$ cat src/hw/rtl/dop_pkg.sv
// ----------------------------------------------------------------------------
// DoP packer package
// Register indexes, marker bytes and the byte/sample formatting helpers.
// ----------------------------------------------------------------------------
package dop_pkg;

	localparam int CFG_IDX_W  = 3;
	localparam int CFG_DATA_W = 4;
	localparam int CH_CNT_W   = 4;

	typedef logic [CFG_IDX_W-1:0] cfg_idx_t;

	localparam cfg_idx_t REG_CHANNEL_COUNT = 3'd0;
	localparam cfg_idx_t REG_MSB_FIRST     = 3'd1;
	localparam cfg_idx_t REG_PLANAR_LAYOUT = 3'd2;
	localparam cfg_idx_t REG_WIDE_OUTPUT   = 3'd3;

	localparam logic [CH_CNT_W-1:0] CHANNEL_COUNT_RESET = 4'd2;

	localparam logic [7:0] MARKER_EVEN = 8'h05;
	localparam logic [7:0] MARKER_ODD  = 8'hFA;

	// swap nibbles, then bit pairs, then single bits
	function automatic logic [7:0] flip_byte(input logic [7:0] v);
		logic [7:0] t;
		t = ((v & 8'hF0) >> 4) | ((v & 8'h0F) << 4);
		t = ((t & 8'hCC) >> 2) | ((t & 8'h33) << 2);
		t = ((t & 8'hAA) >> 1) | ((t & 8'h55) << 1);
		return t;
	endfunction

	function automatic logic [31:0] pack_sample(
		input logic [7:0] first,
		input logic [7:0] second,
		input logic       odd_phase,
		input logic       wide
	);
		logic [23:0] w;
		w = {(odd_phase ? MARKER_ODD : MARKER_EVEN), second, first};
		return wide ? {w, 8'h00} : {8'h00, w};
	endfunction

endpackage

$ cat src/hw/rtl/dop_store.sv
// ----------------------------------------------------------------------------
// DoP byte store
// One write port and two read ports, with registered read data.
// ----------------------------------------------------------------------------
module dop_store #(
	parameter int DEPTH = 128,
	parameter int AW    = $clog2(DEPTH)
) (
	input  logic          clk,
	input  logic          we,
	input  logic [AW-1:0] waddr,
	input  logic [7:0]    wdata,
	input  logic [AW-1:0] raddr_a,
	input  logic [AW-1:0] raddr_b,
	output logic [7:0]    rdata_a,
	output logic [7:0]    rdata_b
);

	logic [7:0] mem [DEPTH];

	always_ff @(posedge clk) begin
		if (we) begin
			mem[waddr] <= wdata;
		end
		rdata_a <= mem[raddr_a];
		rdata_b <= mem[raddr_b];
	end

endmodule

$ cat src/hw/rtl/dop_div.sv
// ----------------------------------------------------------------------------
// DoP region divider
// Restoring divider, one quotient bit per cycle.
// ----------------------------------------------------------------------------
module dop_div #(
	parameter int DW = 8,
	parameter int VW = 4
) (
	input  logic          clk,
	input  logic          arst_n,
	input  logic          start,
	input  logic [DW-1:0] dividend,
	input  logic [VW-1:0] divisor,
	output logic          done,
	output logic [DW-1:0] quotient
);

	localparam int CNTW = $clog2(DW + 1);

	logic            busy_q;
	logic            done_q;
	logic [CNTW-1:0] cnt_q;
	logic [DW-1:0]   quo_q;
	logic [VW-1:0]   rem_q;
	logic [VW-1:0]   div_q;
	logic [VW:0]     rem_sh;
	logic            ge;
	logic [VW:0]     diff;

	assign rem_sh = {rem_q, quo_q[DW-1]};
	assign ge     = rem_sh >= {1'b0, div_q};
	assign diff   = rem_sh - {1'b0, div_q};

	always_ff @(posedge clk or negedge arst_n) begin
		if (!arst_n) begin
			busy_q <= 1'b0;
			done_q <= 1'b0;
			cnt_q  <= '0;
		end else begin
			done_q <= 1'b0;
			if (start) begin
				busy_q <= 1'b1;
				cnt_q  <= CNTW'(DW);
			end else if (busy_q) begin
				cnt_q <= cnt_q - CNTW'(1);
				if (cnt_q == CNTW'(1)) begin
					busy_q <= 1'b0;
					done_q <= 1'b1;
				end
			end
		end
	end

	always_ff @(posedge clk) begin
		if (start) begin
			quo_q <= dividend;
			rem_q <= '0;
			div_q <= divisor;
		end else if (busy_q) begin
			rem_q <= ge ? diff[VW-1:0] : rem_sh[VW-1:0];
			quo_q <= {quo_q[DW-2:0], ge};
		end
	end

	assign done     = done_q;
	assign quotient = quo_q;

endmodule

$ cat src/hw/rtl/dsd_over_pcm_packer.sv
// ----------------------------------------------------------------------------
// DSD over PCM packer
// Gathers DSD bytes in a block store and emits DoP carrier samples.
// ----------------------------------------------------------------------------
// Sequence: interleaved, the byte that completes a frame moves the sequencer
//   through ST_PREP to ST_EMIT, where each sample is registered; planar, the
//   block-end byte first starts the region divider (ST_DIV) before ST_PREP.
// Throughput: one byte per cycle while gathering; while emitting, one sample
//   per cycle unless smp_ready stalls it, and bytes are held off meanwhile.
// Reset: counters, marker phase and registers return to defaults; the store
//   itself is not cleared and needs no clearing pass.
module dsd_over_pcm_packer #(
	parameter int BLOCK_BYTES  = 128,
	parameter int MAX_CHANNELS = 8
) (
	input  logic                           clk,
	input  logic                           arst_n,
	input  logic                           cfg_we,
	input  logic [dop_pkg::CFG_IDX_W-1:0]  cfg_index,
	input  logic [dop_pkg::CFG_DATA_W-1:0] cfg_data,
	input  logic                           dsd_valid,
	output logic                           dsd_ready,
	input  logic [7:0]                     dsd_byte,
	input  logic                           block_end,
	output logic                           smp_valid,
	input  logic                           smp_ready,
	output logic [31:0]                    sample_word,
	output logic [2:0]                     channel_index,
	output logic                           run_last
);

	localparam int AW  = $clog2(BLOCK_BYTES);
	localparam int CW  = $clog2(BLOCK_BYTES + 1);
	localparam int CHW = dop_pkg::CH_CNT_W;

	typedef enum logic [3:0] {
		ST_IDLE = 4'b0001,
		ST_DIV  = 4'b0010,
		ST_PREP = 4'b0100,
		ST_EMIT = 4'b1000
	} seq_state_t;

	// configuration
	logic [CHW-1:0] chan_cnt_q;
	logic           msb_first_q;
	logic           planar_q;
	logic           wide_q;

	// gathering
	logic [CW-1:0]  cnt_q;
	logic [CW-1:0]  cnt_n;
	logic           has_room;
	logic [CHW-1:0] chs;
	logic [CHW:0]   frame_bytes;
	logic           accept;
	logic           fire_il;
	logic           fire_pl;
	logic           cfg_clr;

	// sequencer
	seq_state_t     state_q;
	logic [AW-1:0]  a_q;
	logic [AW-1:0]  base_q;
	logic [2:0]     ch_q;
	logic [2:0]     last_ch_q;
	logic [CW-1:0]  frame_q;
	logic [CW-1:0]  last_frame_q;
	logic [CW-1:0]  chan_inc_q;
	logic [CW-1:0]  pair_off_q;
	logic           phase_q;
	logic           load;
	logic           last_ch_hit;
	logic           last_fr_hit;
	logic [AW-1:0]  base_next;
	logic [CW:0]    a_step;
	logic [AW-1:0]  next_a;
	logic [AW-1:0]  rd_a;
	logic [CW:0]    rd_b_sum;
	logic [AW-1:0]  rd_b;
	logic [7:0]     rdata_a;
	logic [7:0]     rdata_b;
	logic [7:0]     first_b;
	logic [7:0]     second_b;

	// divider
	logic           div_done;
	logic [CW-1:0]  region;
	logic [CW-1:0]  frames;

	// output register
	logic           smp_valid_q;
	logic [31:0]    sample_q;
	logic [2:0]     chidx_q;
	logic           run_last_q;

	// ---------------- configuration port ----------------
	assign cfg_clr = cfg_we && (cfg_index inside {dop_pkg::REG_CHANNEL_COUNT,
		dop_pkg::REG_PLANAR_LAYOUT});

	always_ff @(posedge clk or negedge arst_n) begin
		if (!arst_n) begin
			chan_cnt_q  <= dop_pkg::CHANNEL_COUNT_RESET;
			msb_first_q <= 1'b0;
			planar_q    <= 1'b0;
			wide_q      <= 1'b0;
		end else if (cfg_we) begin
			unique case (cfg_index)
				dop_pkg::REG_CHANNEL_COUNT: chan_cnt_q  <= cfg_data[CHW-1:0];
				dop_pkg::REG_MSB_FIRST:     msb_first_q <= cfg_data[0];
				dop_pkg::REG_PLANAR_LAYOUT: planar_q    <= cfg_data[0];
				dop_pkg::REG_WIDE_OUTPUT:   wide_q      <= cfg_data[0];
				default: ; // unknown register: drop the write
			endcase
		end
	end

	// ---------------- byte gathering ----------------
	// Clamp the channel count; a count of zero never completes a frame.
	assign chs = (chan_cnt_q > CHW'(MAX_CHANNELS)) ? CHW'(MAX_CHANNELS) : chan_cnt_q;
	assign frame_bytes = {chs, 1'b0};

	assign dsd_ready = (state_q == ST_IDLE);
	assign accept    = dsd_valid && dsd_ready;

	// A full store ignores the byte, but block_end still counts.
	assign has_room = cnt_q < CW'(BLOCK_BYTES);
	assign cnt_n    = has_room ? cnt_q + CW'(1) : cnt_q;

	assign fire_il = accept && !planar_q && (chs != '0) && (cnt_n >= CW'(frame_bytes));
	assign fire_pl = accept && planar_q && block_end && (chs != '0);

	always_ff @(posedge clk or negedge arst_n) begin
		if (!arst_n) begin
			cnt_q <= '0;
		end else begin
			// a channel count or layout write discards the partial block
			if (cfg_clr) begin
				cnt_q <= '0;
			end else if (accept) begin
				cnt_q <= (block_end || fire_il) ? '0 : cnt_n;
			end
		end
	end

	dop_store #(
		.DEPTH (BLOCK_BYTES),
		.AW    (AW)
	) u_store (
		.clk     (clk),
		.we      (accept && has_room),
		.waddr   (cnt_q[AW-1:0]),
		.wdata   (dsd_byte),
		.raddr_a (rd_a),
		.raddr_b (rd_b),
		.rdata_a (rdata_a),
		.rdata_b (rdata_b)
	);

	// Planar region length = count / channels; frames = region / 2.
	dop_div #(
		.DW (CW),
		.VW (CHW)
	) u_div (
		.clk      (clk),
		.arst_n   (arst_n),
		.start    (fire_pl),
		.dividend (cnt_n),
		.divisor  (chs),
		.done     (div_done),
		.quotient (region)
	);

	assign frames = region >> 1;

	// ---------------- emission sequencer ----------------
	// Sample of channel c in frame f reads entries a and a + pair_off:
	//   interleaved a = c, pair_off = channels
	//   planar      a = c * region + 2f, pair_off = 1
	// The read address runs one step ahead so that the registered read data
	// always belongs to the sample held in a_q.
	assign load        = (state_q == ST_EMIT) && (!smp_valid_q || smp_ready);
	assign last_ch_hit = (ch_q == last_ch_q);
	assign last_fr_hit = (frame_q == last_frame_q);
	assign base_next   = base_q + AW'(2);
	assign a_step      = (CW+1)'(a_q) + (CW+1)'(chan_inc_q);
	assign next_a      = last_ch_hit ? base_next : a_step[AW-1:0];
	assign rd_a        = load ? next_a : a_q;
	assign rd_b_sum    = (CW+1)'(rd_a) + (CW+1)'(pair_off_q);
	assign rd_b        = rd_b_sum[AW-1:0];

	always_ff @(posedge clk or negedge arst_n) begin
		if (!arst_n) begin
			state_q      <= ST_IDLE;
			a_q          <= '0;
			base_q       <= '0;
			ch_q         <= '0;
			last_ch_q    <= '0;
			frame_q      <= '0;
			last_frame_q <= '0;
			chan_inc_q   <= '0;
			pair_off_q   <= '0;
			phase_q      <= 1'b0;
		end else begin
			unique case (state_q)
				ST_IDLE: begin
					if (fire_il || fire_pl) begin
						a_q          <= '0;
						base_q       <= '0;
						ch_q         <= '0;
						frame_q      <= '0;
						last_frame_q <= '0;
						last_ch_q    <= 3'(chs - CHW'(1));
					end
					if (fire_il) begin
						chan_inc_q <= CW'(1);
						pair_off_q <= CW'(chs);
						state_q    <= ST_PREP;
					end else if (fire_pl) begin
						state_q <= ST_DIV;
					end
				end
				ST_DIV: begin
					if (div_done) begin
						chan_inc_q   <= region;
						pair_off_q   <= CW'(1);
						last_frame_q <= frames - CW'(1);
						// too few bytes for one whole frame: drop the block
						state_q      <= (frames == '0) ? ST_IDLE : ST_PREP;
					end
				end
				ST_PREP: begin
					state_q <= ST_EMIT;
				end
				ST_EMIT: begin
					if (load) begin
						a_q <= next_a;
						if (last_ch_hit) begin
							ch_q    <= '0;
							phase_q <= ~phase_q;
							base_q  <= base_next;
							frame_q <= frame_q + CW'(1);
							if (last_fr_hit) begin
								state_q <= ST_IDLE;
							end
						end else begin
							ch_q <= ch_q + 3'd1;
						end
					end
				end
				default: state_q <= ST_IDLE;
			endcase
		end
	end

	// ---------------- output register ----------------
	assign first_b  = msb_first_q ? dop_pkg::flip_byte(rdata_a) : rdata_a;
	assign second_b = msb_first_q ? dop_pkg::flip_byte(rdata_b) : rdata_b;

	always_ff @(posedge clk or negedge arst_n) begin
		if (!arst_n) begin
			smp_valid_q <= 1'b0;
		end else if (load) begin
			smp_valid_q <= 1'b1;
		end else if (smp_ready) begin
			smp_valid_q <= 1'b0;
		end
	end

	always_ff @(posedge clk) begin
		if (load) begin
			sample_q   <= dop_pkg::pack_sample(first_b, second_b, phase_q, wide_q);
			chidx_q    <= ch_q;
			run_last_q <= last_ch_hit && last_fr_hit;
		end
	end

	assign smp_valid     = smp_valid_q;
	assign sample_word   = sample_q;
	assign channel_index = chidx_q;
	assign run_last      = run_last_q;

`ifndef SYNTHESIS
	a_cnt_bound: assert property (@(posedge clk) disable iff (!arst_n)
		cnt_q <= CW'(BLOCK_BYTES))
		else $error("store count beyond capacity");

	a_emit_range: assert property (@(posedge clk) disable iff (!arst_n)
		(state_q == ST_EMIT) |-> (ch_q <= last_ch_q && frame_q <= last_frame_q))
		else $error("emission counters out of range");

	a_div_owner: assert property (@(posedge clk) disable iff (!arst_n)
		div_done |-> (state_q == ST_DIV))
		else $error("divider finished outside divide state");

	a_no_byte_in_emit: assert property (@(posedge clk) disable iff (!arst_n)
		(fire_il || fire_pl) |=> !dsd_ready)
		else $error("byte taken while a block is being emitted");
`endif

endmodule

$ cat config.mk
export PLATFORM = sky130hd
export DESIGN_NAME = dsd_over_pcm_packer
export DESIGN_NICKNAME = d
export VERILOG_FILES = /design/src/hw/rtl/dop_pkg.sv /design/src/hw/rtl/dop_store.sv /design/src/hw/rtl/dop_div.sv /design/src/hw/rtl/dsd_over_pcm_packer.sv
export SDC_FILE = /design/constraint.sdc
export NUM_CORES = 2
export LEC_CHECK = 0
export BUFFER_PORTS_ARGS = -buffer_cell sky130_fd_sc_hd__buf_2
export CORE_MARGIN = 2
export CORE_UTILIZATION = 37
export DETAILED_ROUTE_END_ITERATION = 12
export GPL_ROUTABILITY_DRIVEN = 0
export MAX_ROUTING_LAYER = met4
export SETUP_SLACK_MARGIN = 0.1
export SYNTH_ARGS = -nofsm -noshare
export SYNTH_HDL_FRONTEND = slang
export SYNTH_HIERARCHICAL = 1
export SYNTH_SLANG_ARGS = --single-unit
$ cat constraint.sdc
create_clock -name clk -period 12.32 [get_ports clk]
set_input_delay 0.616 -clock clk [delete_from_list [all_inputs] [get_ports clk]]
set_output_delay 0.616 -clock clk [all_outputs]
set_load 0.01 [all_outputs]
### After elaboration in Yosys (flattened, before gate mapping)

Memory sizes are Yosys's and may differ from the RTL's. A register that Yosys moved wholly into a read port is not among the register bits.
Index checks and enable logic that the tools add are counted.

* flip-flop bits (word level): 129
* RAM bits: 1024
* input port bits: 21
* output and inout port bits: 38
* logic and storage cells: 158
* memories kept: 1

* add/subtract/negate cells: 10
* $lt $le $gt $ge: 4
* eq/ne operators: 17
* muxes and demuxes: 55
* bitwise gates (word level): 7
* reductions and logical operators: 37

Memory list
* u_store.mem: words 128, width 8, rd ports 2, clocked after Yosys merged registers in 2, write ports 1, line dop_store.sv:19 `logic [7:0] mem [DEPTH];`

Operators with widths (count)
* two-way mux 8 bit: 13
* two-way mux 7 bit: 9
* case mux 7 bit (2 select lines): 4
* two-way mux 4 bit: 10
* case mux 8 bit (2 select lines): 2
* two-way mux 24 bit: 1
* adder 8 x 1 -> 8 bit, second input constant: 2
* OR 4 x 8 -> 8 bit: 2
* OR 6 x 8 -> 8 bit: 2
* OR 7 x 8 -> 8 bit: 2
* case mux 4 bit (4 select lines): 1
* adder 7 bit: 2
* two-way mux 3 bit: 4
* AND reduction 2 bit: 6
* AND reduction 3 bit: 4
* nonzero test 2 bit: 6
* logical AND 1 bit: 11
* two-way mux 1 bit: 10
* == test 4 x 1 -> 1 bit, second input constant: 2
* == test 8 bit: 1
* greater-or-equal comparator 8 x 5 -> 1 bit: 1
* zero test 8 bit: 1
* < comparator 8 bit, second input constant: 1
* subtractor 7 x 1 -> 8 bit, second input constant: 1
* other kinds (24): 32

### Logic depth before layout (Yosys ltp)

* depth in word-level cells: 9
* mapped depth: 17
* depth with buffers taken out: 14

### Hierarchy

The synthesis kept the hierarchy.

By module, submodules not included
* dop_store: times used 1, cells each 2063, area each 47848.4 um^2, sequential area each 31069.8 um^2
* dsd_over_pcm_packer: times used 1, cells each 534, area each 5547.8 um^2, sequential area each 2580.0 um^2
* dop_div: times used 1, cells each 88, area each 1094.8 um^2, sequential area each 590.6 um^2

### Worst setup path after synthesis

Ideal clock, no wire load.

* path type: register -> register
* start point: reg state_q[0]
* end point: reg u_store.rdata_b[0], read port of u_store.mem
* library setup time: 121 ps
* arrival time: 4742 ps
* required time: 12199 ps
* setup slack: 7457 ps
* stages on the path, launching flop included: 17
* buffers on the path: 4
* period minus slack after synthesis: 4863 ps
* path through: dfstp_2 clkbuf_2 nor4b_4 nand2_2 inv_2 buf_4 nand2_1 o21ai_0 ha_1 fa_1 xor2_1 clkbuf_1 clkbuf_1 mux4_2 mux4_2 mux4_2 mux2_2

* word-level cells in the longest chain between the ends: 4

Ends and longest elaborated chain
* start, declared: line dsd_over_pcm_packer.sv:61 `seq_state_t state_q;`
* start signal, assigned: line dsd_over_pcm_packer.sv:228 `state_q <= (frames == '0) ? ST_IDLE : ST_PREP;`
* == test 4 bit: line dsd_over_pcm_packer.sv:181 `assign load = (state_q == ST_EMIT) && (!smp_valid_q || smp_ready);`
* logical AND 1 bit: line dsd_over_pcm_packer.sv:181
* via load: line dsd_over_pcm_packer.sv:71 `logic load;`
* two-way mux 7 bit
* via rd_a[0]: line dsd_over_pcm_packer.sv:77 `logic [AW-1:0] rd_a;`
* adder 7 bit: line dsd_over_pcm_packer.sv:188 `assign rd_b_sum = (CW+1)'(rd_a) + (CW+1)'(pair_off_q);`
* via rd_b_sum[2]: line dsd_over_pcm_packer.sv:78 `logic [CW:0] rd_b_sum;`
* end, declared: line dop_store.sv:16 `output logic [7:0] rdata_b`

The timed path passes the listed nets, and every way through them passes these cells.
A chain may end at the register's enable or synchronous reset.

### Final worst setup path

* start point: reg state_q[1]
* end point: reg u_store.rdata_a[5], read port of u_store.mem

* word-level cells in the longest chain between the ends: 3

Ends and longest elaborated chain
* == test 4 bit: line dsd_over_pcm_packer.sv:181
* logical AND 1 bit: line dsd_over_pcm_packer.sv:181
* two-way mux 7 bit
* via rd_a[0]: line dsd_over_pcm_packer.sv:77
* end, declared: line dop_store.sv:15 `output logic [7:0] rdata_a,`

The timed path passes the listed nets, and every way through them passes these cells.

==> results.md <==
* Outcome: completed
* IO Pins at 59
* Area contributors post-synth: edfxtp_1 (59%), mux4_2 (28%), dfrtp_1 (3.3%)
* Top cell by count, worst path: mux4_2
* CTS Root Cell: clkbuf_16
* Worst-path cell with the longest stage delay: buf_4
* Post-layout min period at 6.94 ns
* TritonCTS clock tree: done
* Tot GR Track Use at 0.211
* Non-filler cells, final at 4,754
* Cts hold-fix bufs at 0
* Hold_ws at 0.0163 ns
* Max-cap viol count at 0
* Vias in the first global route at 29,900
* Quantity of gates resized following cts at 0
* Area leader, netlist: edfxtp_1
* Clock Latency Late Sink at 0.76 ns
* Synth Cell Area at 0.0545 mm²
* Top-area cell type share of the netlist area at 0.587
* CTS H-Tree Depth at 3
* Core Util, Final at 0.417
* Startpoint Class: register
* Register area share after synthesis at 0.628
* DP Area at 0.0570 mm²
* Initial Util at 0.373
* Area of the multi-input gates at 0.0194 mm²
* Worst slew pin tran at 1.42 ns
* Antenna-violating nets left at 0
* Clock-pin slew on the worst setup and hold paths at 0.06 ns
* Fin Setup TNS at 0 ns
* Post-synth EDFFs at 1,066
* Initial antenna violation count at 7
* Synth cell count leaders: edfxtp_1 (1,066), mux4_2 (680), nor2_1 (155), clkbuf_1 (90), nand2_1 (90)
* Leak pwr at 18.7 nW
* Fraction of registers with async set/reset at 0.0630
* Setup repair bufs after CTS at 0
* CP arrival at 7.54 ns
* First-pass GRT wire length at 221 mm
* Setup WS pre-CTS at 5.37 ns
* Syn Nets at 2,734
* Mapped Cells at 2,685
* Setup CP Type: reg -> reg
* Worst rel slew slack at 0.0472
* Max Buffers Root-to-Sink at 3
* Fin Clk Skew at 0.0454 ns
* Yosys warnings at 6
* Final net count at 2,778
* Die X-Extent at 388 µm
* Critical Path RT at 12.93 ns
* Fin. Hold Viols at 0
* Storage cell area at 0.0342 mm²
* Worst-path cell chain: nor4b_4, nand2_2, inv_2, nand2_1, o21ai_4, buf_12, buf_12, buf_4, mux4_2, mux4_2, mux4_2, mux2_2
* Port bufs at 58
* Period utilization at 0.563
* Via count at 29,400
* Yosys cell types at 78
* Syn avg cell area at 20.3 µm²
* CTS Buf Count at 117
* Most frequent cell after synthesis: edfxtp_1
* Final setup viols at 0
* Post-DP HPWL at 96.1 mm
* Pwr Total at 11.7 mW
* Number of remaining DRC errors at 0
* FP Rows at 140
* RSZ-0062 raised after global routing: no
* Worst vdd ir at 0.183 mV
* Die area at 0.150 mm²
* Final Max Slew Viols at 0
* Largest net degree at the start of global routing at 149
* Detailed-route vias per instance at 6.17
* Gr ovfl total at 0
* CP Max Fanout at 102
* Fmax achieved at 144 MHz
* Post-route setup slack at 5.38 ns
* First drt pass iteration count at 7
* Hold WC Path Type: in -> async
* Area of the core at 0.146 mm²
* Routed length per placed instance at 32.6 µm
* Fillers at 12,500
* Main synth FF type: edfxtp_1
* Die Ht at 388 µm
* Register bit total from synthesis at 1,159
* Final WL at 155 mm
* Max incr delay on CP at 0.84 ns
* Post-route cell area at 0.0609 mm²
* Dpl cells at 4,527
* P per Cell Area at 193 mW/mm²
* Share of cells above drive strength 1 at 0.371
* P&R area growth vs syn at 11.8%
* CP endpoint kind: register
* CTS Sinks at 1,159
* Initial DRC Count at 3,412
==> worst paths after layout <==
path	cells after the start	slack (ns)	from	to
worst max-delay path	12	5.38	state_q[1]$_DFFE_PN0P_	u_store/rdata_a[5]$_DFF_P_
worst max register to register	12	5.38	state_q[1]$_DFFE_PN0P_	u_store/rdata_a[5]$_DFF_P_
max in group asynchronous	1	11.67	arst_n	cnt_q[2]$_DFFE_PN0P_
worst min register to register	2	0.48	u_div/rem_q[3]$_SDFFE_PP0P_	u_div/rem_q[3]$_SDFFE_PP0P_
worst min-delay path	1	0.02	arst_n	frame_q[5]$_DFFE_PN0P_
min in group clk	3	0.10	cfg_data[3]	chan_cnt_q[3]$_DFFE_PN0P_
==> registers in the layout (all words and copies together), names as in the netlist, 4 cells and up <==
name             count
sample_word         26
u_div/quotient       8
frame_q              8
last_frame_q         8
u_store/mem       1024
state_q              4
a_q                  7
u_div/rem_q          4
cnt_q                8
chan_cnt_q           4
u_div/cnt_q          4
chan_inc_q           7
pair_off_q           4
u_store/rdata_b      8
base_q               6
u_store/rdata_a      8
u_div/div_q          4
==> critical path: cells and delay by family, from the launching register on <==
family	cells	cell delay (ns)
muxes	4	1.89
and+or+nand+nor	3	1.08
AOI/OAI and AO/OA	1	0.24
DFF	1	0.47
buffers and inverters	4	2.69
==> cells by family after synthesis <==
group / Yosys count / share of synthesized area
xor+xnor: 37 / 0.00595
fa+ha+maj: 28 / 0.00684
simple gates: 368 / 0.0318
buf+inv: 223 / 0.0191
mux: 731 / 0.291
flops: 1159 / 0.628
compound gates: 139 / 0.0169
==> area by class of cell <==
class | count | area share
sequential | 1159 | 0.562
multi-input combinational | 1303 | 0.318
clock buffer | 153 | 0.0518
tap | 1917 | 0.0394
timing repair buffer | 123 | 0.0146
clock inverter | 70 | 0.0126
inverter | 25 | 0.00154
antenna | 4 | 0.000164
==> report_power, final <==
group	switching (mW)	internal, mW	total [mW]
combinational	1.76	1.69	3.45
clock	1.55	2.10	3.65
sequential	0.198	4.44	4.63
total	3.51	8.23	11.7
==> placed cells by master (no fill, tap or decap), types with 6 or more instances in the layout <==
cell and count:
edfxtp_1 1066, mux4_2 680, nor2_1 152, clkbuf_16 118, nand2_1 89, dfrtp_1 71
buf_4 67, buf_2 49, o21ai_0 31, mux2_2 31, clkbuf_1 28, a21oi_1 27
inv_1 24, ha_1 24, clkinv_2 23, clkinv_1 22, mux2i_1 20, dfxtp_1 20
xor2_1 19, nor2b_1 19, nand3_1 16, xnor2_1 14, nor3_1 14, bufinv_16 14
o22ai_1 11, nand4_1 10, a21o_1 9, and3_1 9, o21ai_1 8, and2_1 7
clkbuf_8 7, buf_12 7, nand2b_1 6, or2_2 6, a22o_1 6
==> routing by layer <==
metal	vias to the layer above	routed length [µm]	track usage
li1	11600	-	-
met1	16000	61000	0.276
met2	1519	75500	0.333
met3	245	13800	0.0439
met4	0	4760	0.0659
met5	-	0	-
Note: power is estimated with default switching activity, not from simulation.
